--- src/rtl/assert_macros.svh ---
// Assertion helpers for the RTL.
`ifndef ASSERT_MACROS_SVH
`define ASSERT_MACROS_SVH

// Property must hold at every rising clock edge outside reset.
`define ASSERT_HOLDS(name, clk, rst, prop) \
   name: assert property (@(posedge clk) disable iff (rst) (prop)) \
      else $error("%m: property failed");

// Expression must never be true outside reset.
`define ASSERT_NEVER(name, clk, rst, expr) \
   name: assert property (@(posedge clk) disable iff (rst) !(expr)) \
      else $error("%m: forbidden condition seen");

`endif

--- src/rtl/kil_pkg.sv ---
`default_nettype none

package kil_pkg;

   localparam int DEFAULT_WORD_CAPACITY = 32;
   localparam int KW_COUNT              = 10;
   localparam int KW_MAX_LEN            = 6;
   localparam int KW_POS_W              = $clog2(KW_MAX_LEN);
   localparam int KW_NUM_W              = 4;

   typedef enum logic [1:0] {
      KIND_OPERATOR   = 2'd0,
      KIND_KEYWORD    = 2'd1,
      KIND_IDENTIFIER = 2'd2
   } token_kind_type;

   typedef enum logic {
      ST_IDLE = 1'b0,
      ST_EMIT = 1'b1
   } state_type;

   // Keyword text, zero padded past the keyword's length.
   localparam logic [7:0] KW_TEXT [KW_COUNT][KW_MAX_LEN] = '{
      '{8'h69, 8'h6e, 8'h74, 8'h00, 8'h00, 8'h00},   // int
      '{8'h66, 8'h6c, 8'h6f, 8'h61, 8'h74, 8'h00},   // float
      '{8'h69, 8'h66, 8'h00, 8'h00, 8'h00, 8'h00},   // if
      '{8'h65, 8'h6c, 8'h73, 8'h65, 8'h00, 8'h00},   // else
      '{8'h77, 8'h68, 8'h69, 8'h6c, 8'h65, 8'h00},   // while
      '{8'h64, 8'h6f, 8'h00, 8'h00, 8'h00, 8'h00},   // do
      '{8'h66, 8'h6f, 8'h72, 8'h00, 8'h00, 8'h00},   // for
      '{8'h72, 8'h65, 8'h74, 8'h75, 8'h72, 8'h6e},   // return
      '{8'h63, 8'h68, 8'h61, 8'h72, 8'h00, 8'h00},   // char
      '{8'h64, 8'h6f, 8'h75, 8'h62, 8'h6c, 8'h65}    // double
   };

   localparam logic [2:0] KW_LEN [KW_COUNT] = '{
      3'd3, 3'd5, 3'd2, 3'd4, 3'd5, 3'd2, 3'd3, 3'd6, 3'd4, 3'd6
   };

   function automatic logic is_op_char(input logic [7:0] c);
      logic r;
      r = 1'b0;
      case (c) inside
         8'h2b, 8'h2d, 8'h2a, 8'h2f, 8'h25, 8'h3d, 8'h3c, 8'h3e, 8'h26, 8'h7c: r = 1'b1;
         default: r = 1'b0;
      endcase
      return r;
   endfunction

   function automatic logic is_word_char(input logic [7:0] c);
      return (c >= 8'h41 && c <= 8'h5a) || (c >= 8'h61 && c <= 8'h7a) ||
             (c >= 8'h30 && c <= 8'h39);
   endfunction

   function automatic logic is_end_char(input logic [7:0] c);
      return (c == 8'h20) || (c >= 8'h09 && c <= 8'h0d) || (c == 8'h3b) || (c == 8'h2c);
   endfunction

endpackage

`default_nettype wire

--- src/rtl/kil_word_ram.sv ---
`default_nettype none

module kil_word_ram import kil_pkg::*; #(
   parameter int DEPTH  = DEFAULT_WORD_CAPACITY,
   parameter int ADDR_W = $clog2(DEFAULT_WORD_CAPACITY)
) (
   input  wire logic              clock,
   input  wire logic              wr_en,
   input  wire logic [ADDR_W-1:0] wr_addr,
   input  wire logic [7:0]        wr_data,
   input  wire logic              rd_en,
   input  wire logic [ADDR_W-1:0] rd_addr,
   output logic      [7:0]        rd_data
);

   logic [7:0] mem [DEPTH];

   always_ff @(posedge clock) begin
      if (wr_en) begin
         mem[wr_addr] <= wr_data;
      end
   end

   // Hold read data until the next read.
   always_ff @(posedge clock) begin
      if (rd_en) begin
         rd_data <= mem[rd_addr];
      end
   end

endmodule

`default_nettype wire

--- src/rtl/kil_kw_match.sv ---
`default_nettype none

module kil_kw_match import kil_pkg::*; #(
   parameter int LEN_W = $clog2(DEFAULT_WORD_CAPACITY + 1)
) (
   input  wire logic                clock,
   input  wire logic                step,
   input  wire logic [7:0]          char_in,
   input  wire logic [LEN_W-1:0]    word_len,
   output logic                     hit,
   output logic [KW_NUM_W-1:0]      number
);

   logic [KW_COUNT-1:0] cand_ff;
   logic [KW_COUNT-1:0] cand_in;
   logic [KW_COUNT-1:0] col_eq;
   logic [KW_COUNT-1:0] full_eq;

   // Compare the new character with every keyword's column at the current position.
   always_comb begin
      for (int k = 0; k < KW_COUNT; k++) begin
         col_eq[k] = (word_len < LEN_W'(KW_MAX_LEN)) &&
                     (KW_TEXT[k][word_len[KW_POS_W-1:0]] == char_in);
      end
      cand_in = ((word_len == '0) ? {KW_COUNT{1'b1}} : cand_ff) & col_eq;
   end

   always_ff @(posedge clock) begin
      if (step) begin
         cand_ff <= cand_in;
      end
   end

   always_comb begin
      hit    = 1'b0;
      number = '0;
      for (int k = 0; k < KW_COUNT; k++) begin
         full_eq[k] = cand_ff[k] && (word_len == LEN_W'(KW_LEN[k]));
      end
      for (int k = KW_COUNT - 1; k >= 0; k--) begin
         if (full_eq[k]) begin
            hit    = 1'b1;
            number = KW_NUM_W'(k);
         end
      end
   end

endmodule

`default_nettype wire

--- src/rtl/keyword_identifier_lexer_core.sv ---
// Byte-serial lexer. Each req_ transfer carries one text byte. An operator byte
// (+ - * / % = < > & |) gives one rsp_ transfer of kind operator. Letters and digits
// are collected in a word store of WORD_CAPACITY entries (extra ones are dropped); a
// whitespace, semicolon or comma byte ends a non-empty word, which is then sent one
// character per rsp_ transfer, tagged keyword (with its number among int float if else
// while do for return char double) or identifier, with last_of_token on the final one.
// Timing: a delimiter that ends a word holds req_ready low while the word is read back,
// one character per cycle through the single read port of the word store; rsp_ready low
// stretches this. The keyword check runs while the word is collected, one character
// compare per stored byte, so the emission starts right away. The word store needs no
// clearing pass after reset.
`default_nettype none
`include "assert_macros.svh"

module keyword_identifier_lexer_core import kil_pkg::*; #(
   parameter int WORD_CAPACITY = DEFAULT_WORD_CAPACITY
) (
   input  wire logic       clock,
   input  wire logic       reset,
   input  wire logic       req_valid,
   output logic            req_ready,
   input  wire logic [7:0] req_text_byte,
   output logic            rsp_valid,
   input  wire logic       rsp_ready,
   output logic [1:0]      rsp_token_kind,
   output logic [3:0]      rsp_keyword_number,
   output logic [7:0]      rsp_token_char,
   output logic            rsp_last_of_token
);

   localparam int LEN_W  = $clog2(WORD_CAPACITY + 1);
   localparam int ADDR_W = $clog2(WORD_CAPACITY);

   state_type        state_ff, state_in;
   logic [LEN_W-1:0] len_ff, len_in;
   logic [LEN_W-1:0] rd_idx_ff, rd_idx_in;
   logic             pend_ff, pend_in;
   logic             rsp_valid_ff, rsp_valid_in;

   token_kind_type       kind_ff, kind_in;
   logic [KW_NUM_W-1:0]  num_ff, num_in;
   logic [7:0]           char_ff, char_in;
   logic                 last_ff, last_in;

   logic             accept;
   logic             out_free;
   logic             store;
   logic             load;
   logic             issue;
   logic             is_last;
   logic [7:0]       rd_data;
   logic             kw_hit;
   logic [KW_NUM_W-1:0] kw_num;

   // Take a byte only while idle and with room in the result register.
   assign out_free  = !rsp_valid_ff || rsp_ready;
   assign req_ready = (state_ff == ST_IDLE) && out_free;
   assign accept    = req_valid && req_ready;

   assign store = accept && is_word_char(req_text_byte) &&
                  (len_ff < LEN_W'(WORD_CAPACITY));

   // Emission: one store read in flight ahead of the result register.
   assign load    = (state_ff == ST_EMIT) && pend_ff && out_free;
   assign issue   = (state_ff == ST_EMIT) && (!pend_ff || load) && (rd_idx_ff < len_ff);
   assign is_last = (rd_idx_ff == len_ff);

   kil_word_ram #(
      .DEPTH  (WORD_CAPACITY),
      .ADDR_W (ADDR_W)
   ) u_word_ram (
      .clock   (clock),
      .wr_en   (store),
      .wr_addr (len_ff[ADDR_W-1:0]),
      .wr_data (req_text_byte),
      .rd_en   (issue),
      .rd_addr (rd_idx_ff[ADDR_W-1:0]),
      .rd_data (rd_data)
   );

   kil_kw_match #(
      .LEN_W (LEN_W)
   ) u_kw_match (
      .clock    (clock),
      .step     (store),
      .char_in  (req_text_byte),
      .word_len (len_ff),
      .hit      (kw_hit),
      .number   (kw_num)
   );

   always_comb begin
      state_in     = state_ff;
      len_in       = len_ff;
      rd_idx_in    = rd_idx_ff;
      pend_in      = pend_ff;
      rsp_valid_in = rsp_valid_ff && !rsp_ready;
      kind_in      = kind_ff;
      num_in       = num_ff;
      char_in      = char_ff;
      last_in      = last_ff;
      unique case (state_ff)
         ST_IDLE: begin
            if (accept) begin
               if (is_op_char(req_text_byte)) begin
                  rsp_valid_in = 1'b1;
                  kind_in      = KIND_OPERATOR;
                  num_in       = '0;
                  char_in      = req_text_byte;
                  last_in      = 1'b1;
               end else if (is_word_char(req_text_byte)) begin
                  // Drop letters past capacity.
                  if (store) begin
                     len_in = len_ff + LEN_W'(1);
                  end
               end else if (is_end_char(req_text_byte) && (len_ff != '0)) begin
                  state_in  = ST_EMIT;
                  rd_idx_in = '0;
                  pend_in   = 1'b0;
               end
            end
         end
         ST_EMIT: begin
            if (issue) begin
               rd_idx_in = rd_idx_ff + LEN_W'(1);
            end
            pend_in = issue || (pend_ff && !load);
            if (load) begin
               rsp_valid_in = 1'b1;
               kind_in      = kw_hit ? KIND_KEYWORD : KIND_IDENTIFIER;
               num_in       = kw_hit ? kw_num : '0;
               char_in      = rd_data;
               last_in      = is_last;
               if (is_last) begin
                  state_in = ST_IDLE;
                  len_in   = '0;
                  pend_in  = 1'b0;
               end
            end
         end
         default: begin
            state_in = ST_IDLE;
         end
      endcase
   end

   always_ff @(posedge clock) begin
      if (reset) begin
         state_ff     <= ST_IDLE;
         len_ff       <= '0;
         rd_idx_ff    <= '0;
         pend_ff      <= 1'b0;
         rsp_valid_ff <= 1'b0;
      end else begin
         state_ff     <= state_in;
         len_ff       <= len_in;
         rd_idx_ff    <= rd_idx_in;
         pend_ff      <= pend_in;
         rsp_valid_ff <= rsp_valid_in;
      end
   end

   always_ff @(posedge clock) begin
      kind_ff <= kind_in;
      num_ff  <= num_in;
      char_ff <= char_in;
      last_ff <= last_in;
   end

   assign rsp_valid          = rsp_valid_ff;
   assign rsp_token_kind     = kind_ff;
   assign rsp_keyword_number = num_ff;
   assign rsp_token_char     = char_ff;
   assign rsp_last_of_token  = last_ff;

   `ASSERT_NEVER(a_len_bound, clock, reset, len_ff > LEN_W'(WORD_CAPACITY))
   `ASSERT_HOLDS(a_pend_in_emit, clock, reset, !pend_ff || (state_ff == ST_EMIT))
   `ASSERT_HOLDS(a_end_idle, clock, reset, (load && is_last) |=> (state_ff == ST_IDLE))
   `ASSERT_HOLDS(a_end_rsp, clock, reset, (load && is_last) |=> (rsp_valid && rsp_last_of_token))
   `ASSERT_HOLDS(a_rd_idx_bound, clock, reset, (state_ff != ST_EMIT) || (rd_idx_ff <= len_ff))

endmodule

`default_nettype wire
--- config.mk ---
export PLATFORM = sky130hd
export DESIGN_NAME = keyword_identifier_lexer_core
export DESIGN_NICKNAME = d
export VERILOG_FILES = /design/src/rtl/kil_pkg.sv /design/src/rtl/kil_word_ram.sv /design/src/rtl/kil_kw_match.sv /design/src/rtl/keyword_identifier_lexer_core.sv
export VERILOG_INCLUDE_DIRS = /design/src /design/src/rtl
export SDC_FILE = /design/constraint.sdc
export NUM_CORES = 1
export LEC_CHECK = 0
export BUFFER_PORTS_ARGS = -buffer_cell sky130_fd_sc_hd__clkbuf_2
export CORE_ASPECT_RATIO = 1.2
export CORE_MARGIN = 1
export CORE_UTILIZATION = 60
export CTS_BUF_LIST = sky130_fd_sc_hd__clkbuf_4
export DETAILED_ROUTE_END_ITERATION = 8
export PLACE_DENSITY = 0.77
export SETUP_SLACK_MARGIN = 0.02
export SLEW_MARGIN = 20
export SYNTH_ARGS = -nofsm -noshare
export SYNTH_HDL_FRONTEND = slang
export SYNTH_SLANG_ARGS = --single-unit
export TNS_END_PERCENT = 5
--- constraint.sdc ---
create_clock -name clock -period 3.25 [get_ports clock]
set_input_delay 0.325 -clock clock [delete_from_list [all_inputs] [get_ports clock]]
set_output_delay 0.325 -clock clock [all_outputs]
set_load 0.1 [all_outputs]
After elaboration in Yosys (flattened, before gate mapping) --
Memory sizes are Yosys's and may differ from the RTL's. A register that Yosys moved wholly into a read port is not among the register bits. Index checks and enable logic that the tools add are counted.
Operators by class: add/sub/neg operators 2, order comparisons 12, equality and inequality tests 39, muxes and demuxes 95, bitwise operators 3, reduce and logical (&&, ||, !) cells 54
Operator list (count):
- two-way mux 8 bit | 23
- == test 8 x 6 -> 1 bit (second input constant) | 12
- == test 8 bit | 10
- two-way mux 6 bit | 11
- two-way mux 4 bit | 14
- logical AND 1 bit | 35
- two-way mux 1 bit | 33
- case mux 6 bit (2 select lines) | 2
- == test 6 x 3 -> 1 bit (second input constant) | 3
- >= comparator 8 x 7 -> 1 bit (second input constant) | 2
- <= comparator 8 x 7 -> 1 bit (second input constant) | 2
- case mux 8 bit (2 select lines) | 1
- adder 6 x 1 -> 6 bit (second input constant) | 2
- == test 6 x 2 -> 1 bit (second input constant) | 2
- != test 2 x 1 -> 1 bit (second input constant) | 6
- bitwise AND 10 bit | 1
- two-way mux 10 bit | 1
- OR reduction 10 bit | 1
- == test 8 x 7 -> 1 bit (second input constant) | 1
- >= comparator 8 x 4 -> 1 bit (second input constant) | 1
- >= comparator 8 x 6 -> 1 bit (second input constant) | 1
- <= comparator 8 x 4 -> 1 bit (second input constant) | 1
- <= comparator 8 x 6 -> 1 bit (second input constant) | 1
- logical OR 1 bit | 8
- other kinds (19) | 31
Storage, ports and cells: bits in registers 40, bits in writable memories 256, bits in read-only memories 640, bits of input ports 12, output and inout bits 17, logic and storage cells 226, memories 11
Memories:
- u_word_ram.mem | words 32, width 8, rd ports 1, clocked after Yosys merged registers in 1, write ports 1, RTL line kil_word_ram.sv:16 | logic [7:0] mem [DEPTH];
- (name not given) | words 8, width 8, rd ports 1, clocked after Yosys merged registers in 0, write ports 0, RTL line kil_kw_match.sv:23 | (KW_TEXT[k][word_len[KW_POS_W-1:0]] == char_in);
- (name not given) | words 8, width 8, rd ports 1, clocked after Yosys merged registers in 0, write ports 0, RTL line kil_kw_match.sv:23
- (name not given) | words 8, width 8, rd ports 1, clocked after Yosys merged registers in 0, write ports 0, RTL line kil_kw_match.sv:23
- (name not given) | words 8, width 8, rd ports 1, clocked after Yosys merged registers in 0, write ports 0, RTL line kil_kw_match.sv:23
- (name not given) | words 8, width 8, rd ports 1, clocked after Yosys merged registers in 0, write ports 0, RTL line kil_kw_match.sv:23
- 5 more memories

Longest topological paths before layout --
Gate-level depths: netlist (run 1).
word-level depth 15, mapped depth 11

Cells and area by module --
A second synthesis (run 1) with hierarchy kept.
Second synthesis, totals: cells, all modules 816, area, all modules 13591.8 µm²
Modules (own cells, without submodules):
- kil_word_ram | instances 1, cells an instance 417, area each 10133.5 µm², seq. area each 7927.6 µm²
- keyword_identifier_lexer_core | instances 1, cells an instance 189, area each 1775.5 µm², seq. area each 750.7 µm²
- kil_kw_match | instances 1, cells an instance 210, area each 1682.9 µm², seq. area each 300.3 µm²

Worst setup path before layout (run 1) --
Ideal clock, no wire load.
path type reg-to-reg, start reg rsp_valid_ff, in the netlist rsp_valid, end mem u_word_ram.mem[13][0], enable pin, setup time 0.370 ns, arrival time 2.429 ns, slack 0.451 ns, cell stages (with the launch flop) 7, buffers on the path 1, path through dfxtp_1 nand2b_1 nand3_1 a2111oi_2 buf_2 nand2_1 nor2_1
On the way: word-level cells in the longest chain between the ends 8
Ends and longest elaborated chain:
- from (decl) | RTL line keyword_identifier_lexer_core.sv:38 | logic rsp_valid_ff, rsp_valid_in;
- from (signal assigned) | RTL line keyword_identifier_lexer_core.sv:159 | rsp_valid_ff <= rsp_valid_in;
- zero test 1 bit | RTL line keyword_identifier_lexer_core.sv:56 | assign out_free = !rsp_valid_ff || rsp_ready;
- logical OR 1 bit | RTL line keyword_identifier_lexer_core.sv:56
- logical AND 1 bit | RTL line keyword_identifier_lexer_core.sv:57 | assign req_ready = (state_ff == ST_IDLE) && out_free;
- logical AND 1 bit | RTL line keyword_identifier_lexer_core.sv:58 | assign accept = req_valid && req_ready;
- logical AND 1 bit (2 in series) | RTL line keyword_identifier_lexer_core.sv:60 | assign store = accept && is_word_char(req_text_byte) &&
- net store | RTL line keyword_identifier_lexer_core.sv:47 | logic store;
- two-way mux 1 bit | RTL line kil_word_ram.sv:19 | if (wr_en) begin
- two-way mux 1 bit (implied by the code) | RTL line kil_word_ram.sv:20 | mem[wr_addr] <= wr_data;
- to (decl) | RTL line kil_word_ram.sv:16
The timed path passes the listed nets, and every way through them passes these cells.

Final worst setup path (run 1) --
start reg rd_idx_ff[0], end reg u_word_ram.rd_data[3] (read register of u_word_ram.mem) (data pin)
On the way: word-level cells in the longest chain between the ends 2
Ends and longest elaborated chain:
- from (decl) | RTL line keyword_identifier_lexer_core.sv:36 | logic [LEN_W-1:0] rd_idx_ff, rd_idx_in;
- from (signal assigned) | RTL line keyword_identifier_lexer_core.sv:157 | rd_idx_ff <= rd_idx_in;
- less-than comparator 6 bit | RTL line keyword_identifier_lexer_core.sv:65 | assign issue = (state_ff == ST_EMIT) && (!pend_ff || load) && (rd_idx_ff < len_ff);
- logical AND 1 bit | RTL line keyword_identifier_lexer_core.sv:65
- to (decl) | RTL line kil_word_ram.sv:13 | output logic [7:0] rd_data
Parallel ways exist; a longest one is shown, timed or not. A chain may end at the register's enable or synchronous reset.

==> impl_metrics.tcl, run 1 <==
set metrics [dict create \
    status "finished clean" \
    hold_viol 0 \
    rrSetupSlack_ns 0.53 \
    synth_area_leaders "edfxtp_1 (66%), mux4_2 (14%), dfxtp_1 (2.3%), nor2_1 (2.0%), ha_1 (1.5%)" \
    fin_tns_setup_ns 0 \
    ys_seq_elements 304 \
    pwr_density_cell_nw_per_um2 516.6 \
    grt_pass1_wl_um 46930 \
    crit_type "register to register" \
    crit_top_cell "mux4_2" \
    via_per_inst 6.446 \
    worstHoldPathType "input port to register" \
    power_leakage_nw 4.916 \
    drt_iter0_drc 703 \
    synth_xor_area_share_pct 1.522 \
    slew_viol_final 0 \
    numCtsBuffers 73 \
    grt_max_degree 42 \
    vdd_drop_max_uv 386.6 \
    htreeDepth 3 \
    synth-simple-area-share_pct 6.890 \
    clock_latency_ns 0.69 \
    dp.cells 1111 \
    startpoint_type "register" \
    core-area_um2 21630 \
    period_share_pct 83.73 \
    via_count 8032 \
    rows 59 \
    cts_setup_buffers 0 \
    syn-cell-area_um2 13240 \
    min_period_ns 2.721 \
    nets 941 \
    critical_path_peak_fanout 29 \
    dr.pass1.iters 5 \
    tightest_slew_ns 0.6289 \
    finalSetupViolCount 0 \
    clockBufferDepth 3 \
    cp_data_arrival_time_ns 3.16 \
    ys_types 65 \
    dpl.hpwl_um 20040 \
    synth_async_sr_flop_share_pct 0 \
    synth_common_cells "edfxtp_1 (289), mux4_2 (80), nor2_1 (71)" \
    synth_top_family_by_area "multiplexers" \
    muxShareOfSynthArea_pct 14.79 \
    rsz0062_at_grt "no" \
    avgSynthCellArea_um2 16.63 \
    cts-root-buf "clkbuf_4" \
    routed_wirelength_um 30820 \
    synth-compound-area-share_pct 5.198 \
    clk_pin_slew_ns 0.07 \
    grt_pass1_vias 8303 \
    critPathBufInv 1 \
    synth_edf_count 289 \
    start_util_pct 61.21 \
    dieWidth_um 137.6 \
    cts_tree "done" \
    utilization_pct 69.54 \
    antenna_found_initial 2 \
    synth_top_area_cell "edfxtp_1" \
    clock_skew_ns 0.03692 \
    yosysSeqAreaShare_pct 67.82 \
    worst_path_dominant_cell_family "multiplexers" \
    netlist.area_leader.share_pct 65.55 \
    area_growth_pct 13.61 \
    routabilityCongestion 0.8871 \
    syn_nets 824 \
    synth_ff_type "edfxtp_1" \
    die_y_um 164.7 \
    port_buffers 28 \
    grt.total_usage_pct 29.13 \
    clock-sinks 304 \
    wl_per_cell_um 24.74 \
    ios 29 \
    synthCells 796 \
    drive_gt1_share_pct 32.68 \
    cp_slowest_stage_delay_ns 0.74 \
    yosysMostFrequentCell "edfxtp_1" \
    fmax_mhz 367.5 \
    dieArea_um2 22670 \
    worst_path_max_delay_cell "dfxtp_4" \
    grt_overflow 0 \
    worstPathCellList "buf_4, mux4_2, mux4_2, mux2_2" \
    synth_fa_ha_area_share_pct 1.588 \
    ant_nets 0 \
    yosys_warnings 0 \
    required_ns 3.69 \
    drv_cap 0 \
    stdcell_count 1246 \
    relSlewSlack_pct 58.07 \
    fillers 1408 \
    endpoint_kind "register" \
    drc 0 \
]
layer usage:
metal	up-vias	part of all wire (%)	global-route usage, %
li1	3455	-	-
met1	4016	38	37.75
met2	471	50	47.03
met3	90	8.2	5.955
met4	0	3.5	14.44
met5	-	0	0
cells in the final DEF (no fill, tap or decap), types with 16 or more instances in the layout:
master	instances
edfxtp_1	289
ha_1	16
mux4_2	80
a21oi_1	25
nor3_1	17
nand2_1	31
o21ai_0	27
nor2_1	71
clkbuf_4	107
clkbuf_2	28
buf_4	65
clkinv_1	17
worst register-to-register path: cells and delay by family (launching register included):
kind	cells	cell delay, ns
buffers and inverters	1	0.35
multiplexers	3	1.37
flip-flops	1	0.74
metrics by stage:
stage | area (µm²) | hold slack (ns) | setup slack [ns] | power [W]
2_1_floorplan | 13240 | 0.4239 | 0.4506 | 0.004537
3_3_place_gp | 14060 | 0.4855 | 0.5373 | 0.004655
3_5_place_dp | 14060 | 0.5092 | 0.5333 | 0.004665
4_1_cts | 15040 | 0.01804 | 0.5114 | 0.007830
5_1_grt | 15040 | 0.07960 | 0.4326 | 0.008044
6_report | 15040 | 0.04959 | 0.5288 | 0.007770
registers in the layout, indices dropped and copies added (netlist names):
name,count
u_word_ram.mem,256
pend_ff,1
state_ff,1
rsp_token_kind,2
rsp_valid,1
u_kw_match.cand_ff,10
rsp_token_char,8
rsp_last_of_token,1
len_ff,6
u_word_ram.rd_data,8
rd_idx_ff,6
rsp_keyword_number,4
report_power, final:
group          switching, W  leakage [nW]  internal, W
logic              0.000207          1.63    0.0000834
clock network       0.00150         0.570      0.00169
registers        0.00000574          2.72      0.00429
total               0.00171          4.92      0.00606
worst paths after layout:
kind,startpoint,end,cells after the start
min reg2reg,rd_idx_ff[5],rd_idx_ff[5],2
min,rsp_ready,rsp_valid,3
max,rd_idx_ff[0],u_word_ram.rd_data[3],4
max reg2reg,rd_idx_ff[0],u_word_ram.rd_data[3],4
cells by family (layout without fill, tap and decap cells):
family	count (synthesis)	in the layout
DFF	304	304
buffers and inverters	71	245
muxes	94	94
other	0	2
and+or+nand+nor	185	185
adders and majority gates	17	17
AOI/OAI and AO/OA	102	102
xor gates and xnor gates	23	23
area by class of cell:
| class | count | area [µm²] | share of cell area [%] |
|---|---|---|---|
| Inverter | 16 | 60.06 | 0.3993 |
| Clock inverter | 25 | 165.2 | 1.098 |
| Antenna cell | 2 | 5.005 | 0.03328 |
| Multi-Input combinational cell | 421 | 3983 | 26.48 |
| Tap cell | 274 | 342.8 | 2.279 |
| Clock buffer | 107 | 803.3 | 5.341 |
| Sequential cell | 304 | 8984 | 59.73 |
| Timing Repair Buffer | 97 | 698.2 | 4.642 |
what timing repair did:
action	in CTS	in global routing
resized for setup	0	0
endpoints found under the hold margin	6	0
hold buffers	1	0
Power figures use the tool's default switching activity.
==> inputs of run 2 (changes only) <==
Settings changed: CORE_UTILIZATION 60 to 59, PLACE_DENSITY 0.77 to 0.79.
Clock period 3.25 ns to 2.2 ns, I/O delays scaled along.
==> impl_metrics.tcl, run 2 (synthesis gave the netlist of run 1 again) <==
set metrics [dict create \
    status "finished, violations left" \
    failed_checks "DRC, setup timing" \
    drive_gt1_share_pct 39.03 \
    cp_slowest_stage_delay_ns 0.59 \
    rsz0062_at_grt "yes" \
    holdPathStages 1 \
    hold_viol 0 \
    reg2reg_from "rd_idx_ff[0]" \
    pwr_density_cell_nw_per_um2 718.4 \
    rows 59 \
    vdd_drop_max_uv 546.7 \
    ant_nets 0 \
    worst_path_max_delay_cell "mux4_2" \
    core-area_um2 21850 \
    largest_reg_flops 256 \
    critical_path_peak_fanout 12 \
    dpl.hpwl_um 21280 \
    power_leakage_nw 5.148 \
    start_util_pct 60.59 \
    slew_viol_final 0 \
    mostFrequentLayoutCells "edfxtp_1 (289), clkbuf_4 (100), mux4_2 (80)" \
    dpl_worst_slack_ns -0.09014 \
    routabilityCongestion 0.9263 \
    fin_ws_ns -0.1275 \
    drt_iter0_drc 901 \
    clk_pin_slew_ns 0.07 \
    dieWidth_um 138.7 \
    ios 29 \
    stdcell_count 1267 \
    routed_wirelength_um 33170 \
    grt.total_usage_pct 29.93 \
    nets 973 \
    dpl_cell_area_um2 14670 \
    min_period_ns 2.328 \
    clock-sinks 304 \
    required_ns 2.61 \
    die_y_um 166.1 \
    stdcell_area_um2 15820 \
    startpoint_type "register" \
    drv_cap 0 \
    cts_tree "done" \
    via_per_inst 6.464 \
    numCtsBuffers 72 \
    rr_endpoint "u_word_ram.rd_data[4]" \
    dr.pass1.iters 8 \
    cp_data_arrival_time_ns 2.74 \
    relSlewSlack_pct 63.04 \
    area_growth_pct 19.53 \
    tightest_slew_ns 0.5545 \
    grt_pass1_wl_um 50250 \
    drc 5 \
    grt_overflow 0 \
    clockBufferDepth 3 \
    via_count 8190 \
    wl_per_cell_um 26.18 \
    cts-root-buf "clkbuf_4" \
    largest-register "u_word_ram.mem" \
    htreeDepth 3 \
    utilization_pct 72.42 \
    top_regs "u_word_ram.mem x256, u_kw_match.cand_ff x10" \
    port_buffers 28 \
    dp.cells 1130 \
    clock_latency_ns 0.71 \
    fmax_mhz 429.6 \
    grt_max_degree 50 \
    antenna_found_initial 4 \
    min_to "u_word_ram.mem[13][5]" \
    worstHoldPathType "input port to register" \
    worstRegToRegCells 4 \
    worstPathCellList "buf_12, mux4_2, mux4_2, mux2_4" \
    crit_top_cell "mux4_2" \
    final_common_cell "edfxtp_1" \
    totalPowerFinal_w 0.01137 \
    crit_type "register to register" \
    endpoint_kind "register" \
    period_share_pct 105.8 \
    hold_start "req_text_byte[5]" \
    rrSetupSlack_ns -0.13 \
    clock_skew_ns 0.04781 \
    finalSetupViolCount 8 \
    dieArea_um2 23040 \
    grt_pass1_vias 8372 \
]
## run 2: cell count changes in the layout (fill, tap and decap cells not counted), sizes merged
cell	before	now
clkinv	21	14
clkbuf	135	129
dlygate4sd3	1	5
buf	68	96
diode	2	4
## run 2: repair_timing
| item | 4_1_cts | 5_1_grt |
|---|---|---|
| endpoints found under the setup margin | 56 | 104 |
| gates resized for setup | 7 | 12 |
| gates cloned | 2 | 1 |
| pin swaps | 1 | 2 |
| setup buffers | 7 | 1 |
| endpoints found under the hold margin | 11 | 0 |
| hold buffers | 5 | 0 |
## run 2: power breakdown
group          switching [W]  internal, W
combinational       0.000327     0.000168
sequential        0.00000840      0.00633
clock                0.00218      0.00235
total                0.00252      0.00885
## run 2: how the worst max path moves through the flow
stage                                start                    end  slack, ns  depth (start not counted)
after detailed placement      rd_idx_ff[0]  u_word_ram.rd_data[1]      -0.09                          4
after floorplan           req_text_byte[2]  rsp_keyword_number[0]      -0.16                          7
after CTS                     rd_idx_ff[0]  u_word_ram.rd_data[5]      -0.09                          5
final                         rd_idx_ff[0]  u_word_ram.rd_data[4]      -0.13                          4
after global routing          rd_idx_ff[0]  u_word_ram.rd_data[6]      -0.13                          5
after global placement    req_text_byte[0]  u_word_ram.mem[19][5]      -0.08                          8
## run 2: critical path: cells and delay by family (launching register included)
kind                   cells  cell delay, ns
multiplexers               3            1.42
flip-flops                 1            0.45
buffers and inverters      1            0.20
## run 2: final cells by class
| class | count | area [µm²] |
|---|---|---|
| Clock inverter | 18 | 147.6 |
| Timing Repair Buffer | 130 | 1235 |
| Tap cell | 274 | 342.8 |
| Sequential cell | 304 | 8992 |
| Inverter | 16 | 60.06 |
| Antenna cell | 4 | 10.01 |
| Clock buffer | 100 | 750.7 |
| Multi-Input combinational cell | 421 | 4285 |
| Fill cell | 1324 | 6027 |
## run 2: metal layers
| layer | GRT usage, % | vias to the layer above | routed length, µm |
|---|---|---|---|
| li1 | - | 3528 | - |
| met1 | 38.97 | 4072 | 12260 |
| met2 | 50.34 | 509 | 17060 |
| met3 | 6.574 | 81 | 3050 |
| met4 | 10.24 | 0 | 800 |
| met5 | 0 | - | 0 |
## run 2: per-stage QoR
stage | TNS (ns) | hold slack [ns]
floorplan | -22.59 | 0.3189
finish | -0.6810 | 0.04724
global route | -0.8937 | 0.001854
detailed placement | -3.316 | 0.5017
global placement | -4.069 | 0.4869
CTS | -0.5730 | 0.01600
==> inputs of run 3 (changes only) <==
Settings changed: CORE_UTILIZATION 59 to 56, CTS_BUF_LIST sky130_fd_sc_hd__clkbuf_4 to not set, PLACE_DENSITY 0.79 to 0.75.
==> impl_metrics.tcl, run 3 (synthesis gave the netlist of run 1 again) <==
set metrics [dict create \
    antenna_found_initial 3 \
    crit_top_cell "mux4_2" \
    dieArea_um2 24260 \
    period_share_pct 105.4 \
    drive_gt1_share_pct 34.24 \
    grt_overflow 0 \
    holdPathStages 2 \
    dpl.hpwl_um 22550 \
    routabilityCongestion 0.9546 \
    fin_tns_setup_ns -0.7424 \
    htreeDepth 1 \
    fmax_mhz 431.4 \
    min_period_ns 2.318 \
    pwr_density_cell_nw_per_um2 732.8 \
    port_buffers 28 \
    tightest_slew_ns 0.5685 \
    cp_slowest_stage_delay_ns 0.54 \
    die_y_um 170.4 \
    drt_iter0_drc 812 \
    worstPathCellList "buf_12, buf_16, mux4_2, mux4_2, mux2_2" \
    hold_start "reset" \
    clock_latency_ns 0.56 \
    numCtsBuffers 29 \
    reg2reg_from "rd_idx_ff[0]" \
    grt_max_degree 34 \
    status "finished, violations left" \
    stdcell_area_um2 15790 \
    worstHoldPathType "input port to register" \
    nets 927 \
    drv_cap 0 \
    fin_ws_ns -0.1179 \
    dpl_cell_area_um2 14640 \
    drc 0 \
    grt_pass1_wl_um 51870 \
    antenna_cells 0 \
    min_to "rsp_valid" \
    cts_tree "done" \
    critical_path_peak_fanout 8 \
    rrSetupSlack_ns -0.12 \
    wl_per_cell_um 28.68 \
    area_growth_pct 19.30 \
    endpoint_kind "register" \
    core-area_um2 23200 \
    via_per_inst 6.517 \
    largest-register "u_word_ram.mem" \
    start_util_pct 57.06 \
    rr_endpoint "u_word_ram.rd_data[0]" \
    worstSetupPathDepth 5 \
    rows 61 \
    rsz0062_at_grt "yes" \
    power_leakage_nw 5.036 \
    final_common_cell "edfxtp_1" \
    largest_reg_flops 256 \
    crit_type "register to register" \
    routed_wirelength_um 35420 \
    slew_viol_final 0 \
    top_regs "u_word_ram.mem x256, u_kw_match.cand_ff x10" \
    via_count 8048 \
    clk_pin_slew_ns 0.07 \
    fillers 1502 \
    required_ns 2.49 \
    critPathBufInv 2 \
    finalSetupViolCount 8 \
    grt.total_usage_pct 30.41 \
    worstRegToRegCells 5 \
    worst_path_dominant_cell_family "multiplexers" \
    grt_pass1_vias 8076 \
    vdd_drop_max_uv 608.6 \
    relSlewSlack_pct 62.26 \
    fin_hold_ws_ns 0.03224 \
    startpoint_type "register" \
    worst_path_max_delay_cell "mux4_2" \
    clock-sinks 304 \
    ant_nets 0 \
    dr.pass1.iters 5 \
    clockBufferDepth 3 \
    hold_viol 0 \
    mostFrequentLayoutCells "edfxtp_1 (289), mux4_2 (80), buf_4 (77)" \
    dieWidth_um 142.4 \
    clock_skew_ns 0.02659 \
    cts-root-buf "clkbuf_16" \
    cp_data_arrival_time_ns 2.61 \
    failed_checks "setup timing" \
    hold_buffers 0 \
    ios 29 \
]
## run 3: cell count changes in the layout (fill, tap and decap cells not counted), moves of 5 or more
cell / change
clkbuf_1: +7
buf_12: -8
clkbuf_16: +30
clkbuf_4: -100
buf_4: +5
dlygate4sd3_1: -5
## run 3: per-stage QoR
stage                     setup WS, ns  power, W  utilization, %  cells
after floorplan                -0.1555  0.006711               -    796
after global placement         -0.2724  0.006943           63.10   1173
after detailed placement       -0.3721  0.006956           63.10   1173
after CTS                     -0.07774   0.01161           67.70   1231
after global routing           -0.1399   0.01185           68.07   1235
final                          -0.1179   0.01157           68.07   1235
## run 3: power by group
group	internal (W)	leakage [nW]	total, W	switching, W
sequential	0.00634	2.72	0.00635	0.0000103
combinational	0.000170	1.88	0.000498	0.000328
clock	0.00266	0.436	0.00473	0.00207
## run 3: timing repair
action | CTS | global route
cloned | 3 | 2
pin swaps | 2 | 2
gates resized for setup | 13 | 10
hold endpoints to repair | 0 | 0
buffers inserted | 3 | 3
setup endpoints to repair | 17 | 158
## run 3: layout make-up
class,instances,area [µm²],share of cell area [%]
Timing Repair Buffer,127,1165,7.375
Sequential cell,304,8989,56.91
Inverter,16,60.06,0.3803
Tap cell,315,394.1,2.495
Clock inverter,16,141.4,0.8952
Multi-Input combinational cell,421,4293,27.18
Clock buffer,36,752.0,4.761
## run 3: how the worst max path moves through the flow
stage                     start                     to  slack (ns)
6_report           rd_idx_ff[0]  u_word_ram.rd_data[0]       -0.12
5_1_grt            rd_idx_ff[0]  u_word_ram.rd_data[0]       -0.14
4_1_cts            rd_idx_ff[0]  u_word_ram.rd_data[5]       -0.08
3_5_place_dp   req_text_byte[1]           rd_idx_ff[0]       -0.37
3_3_place_gp   req_text_byte[1]           rd_idx_ff[0]       -0.27
2_1_floorplan  req_text_byte[2]  rsp_keyword_number[0]       -0.16
## run 3: routing by layer
| layer | share of wire [%] | wire length [µm] | up-vias | track usage [%] |
|---|---|---|---|---|
| met5 | 0.11 | 38 | - | 0 |
| met4 | 4.1 | 1450 | 6 | 14.03 |
| li1 | - | - | 3388 | - |
| met1 | 37 | 12950 | 4080 | 38.34 |
| met3 | 8.7 | 3089 | 99 | 6.387 |
| met2 | 51 | 17890 | 475 | 50.64 |
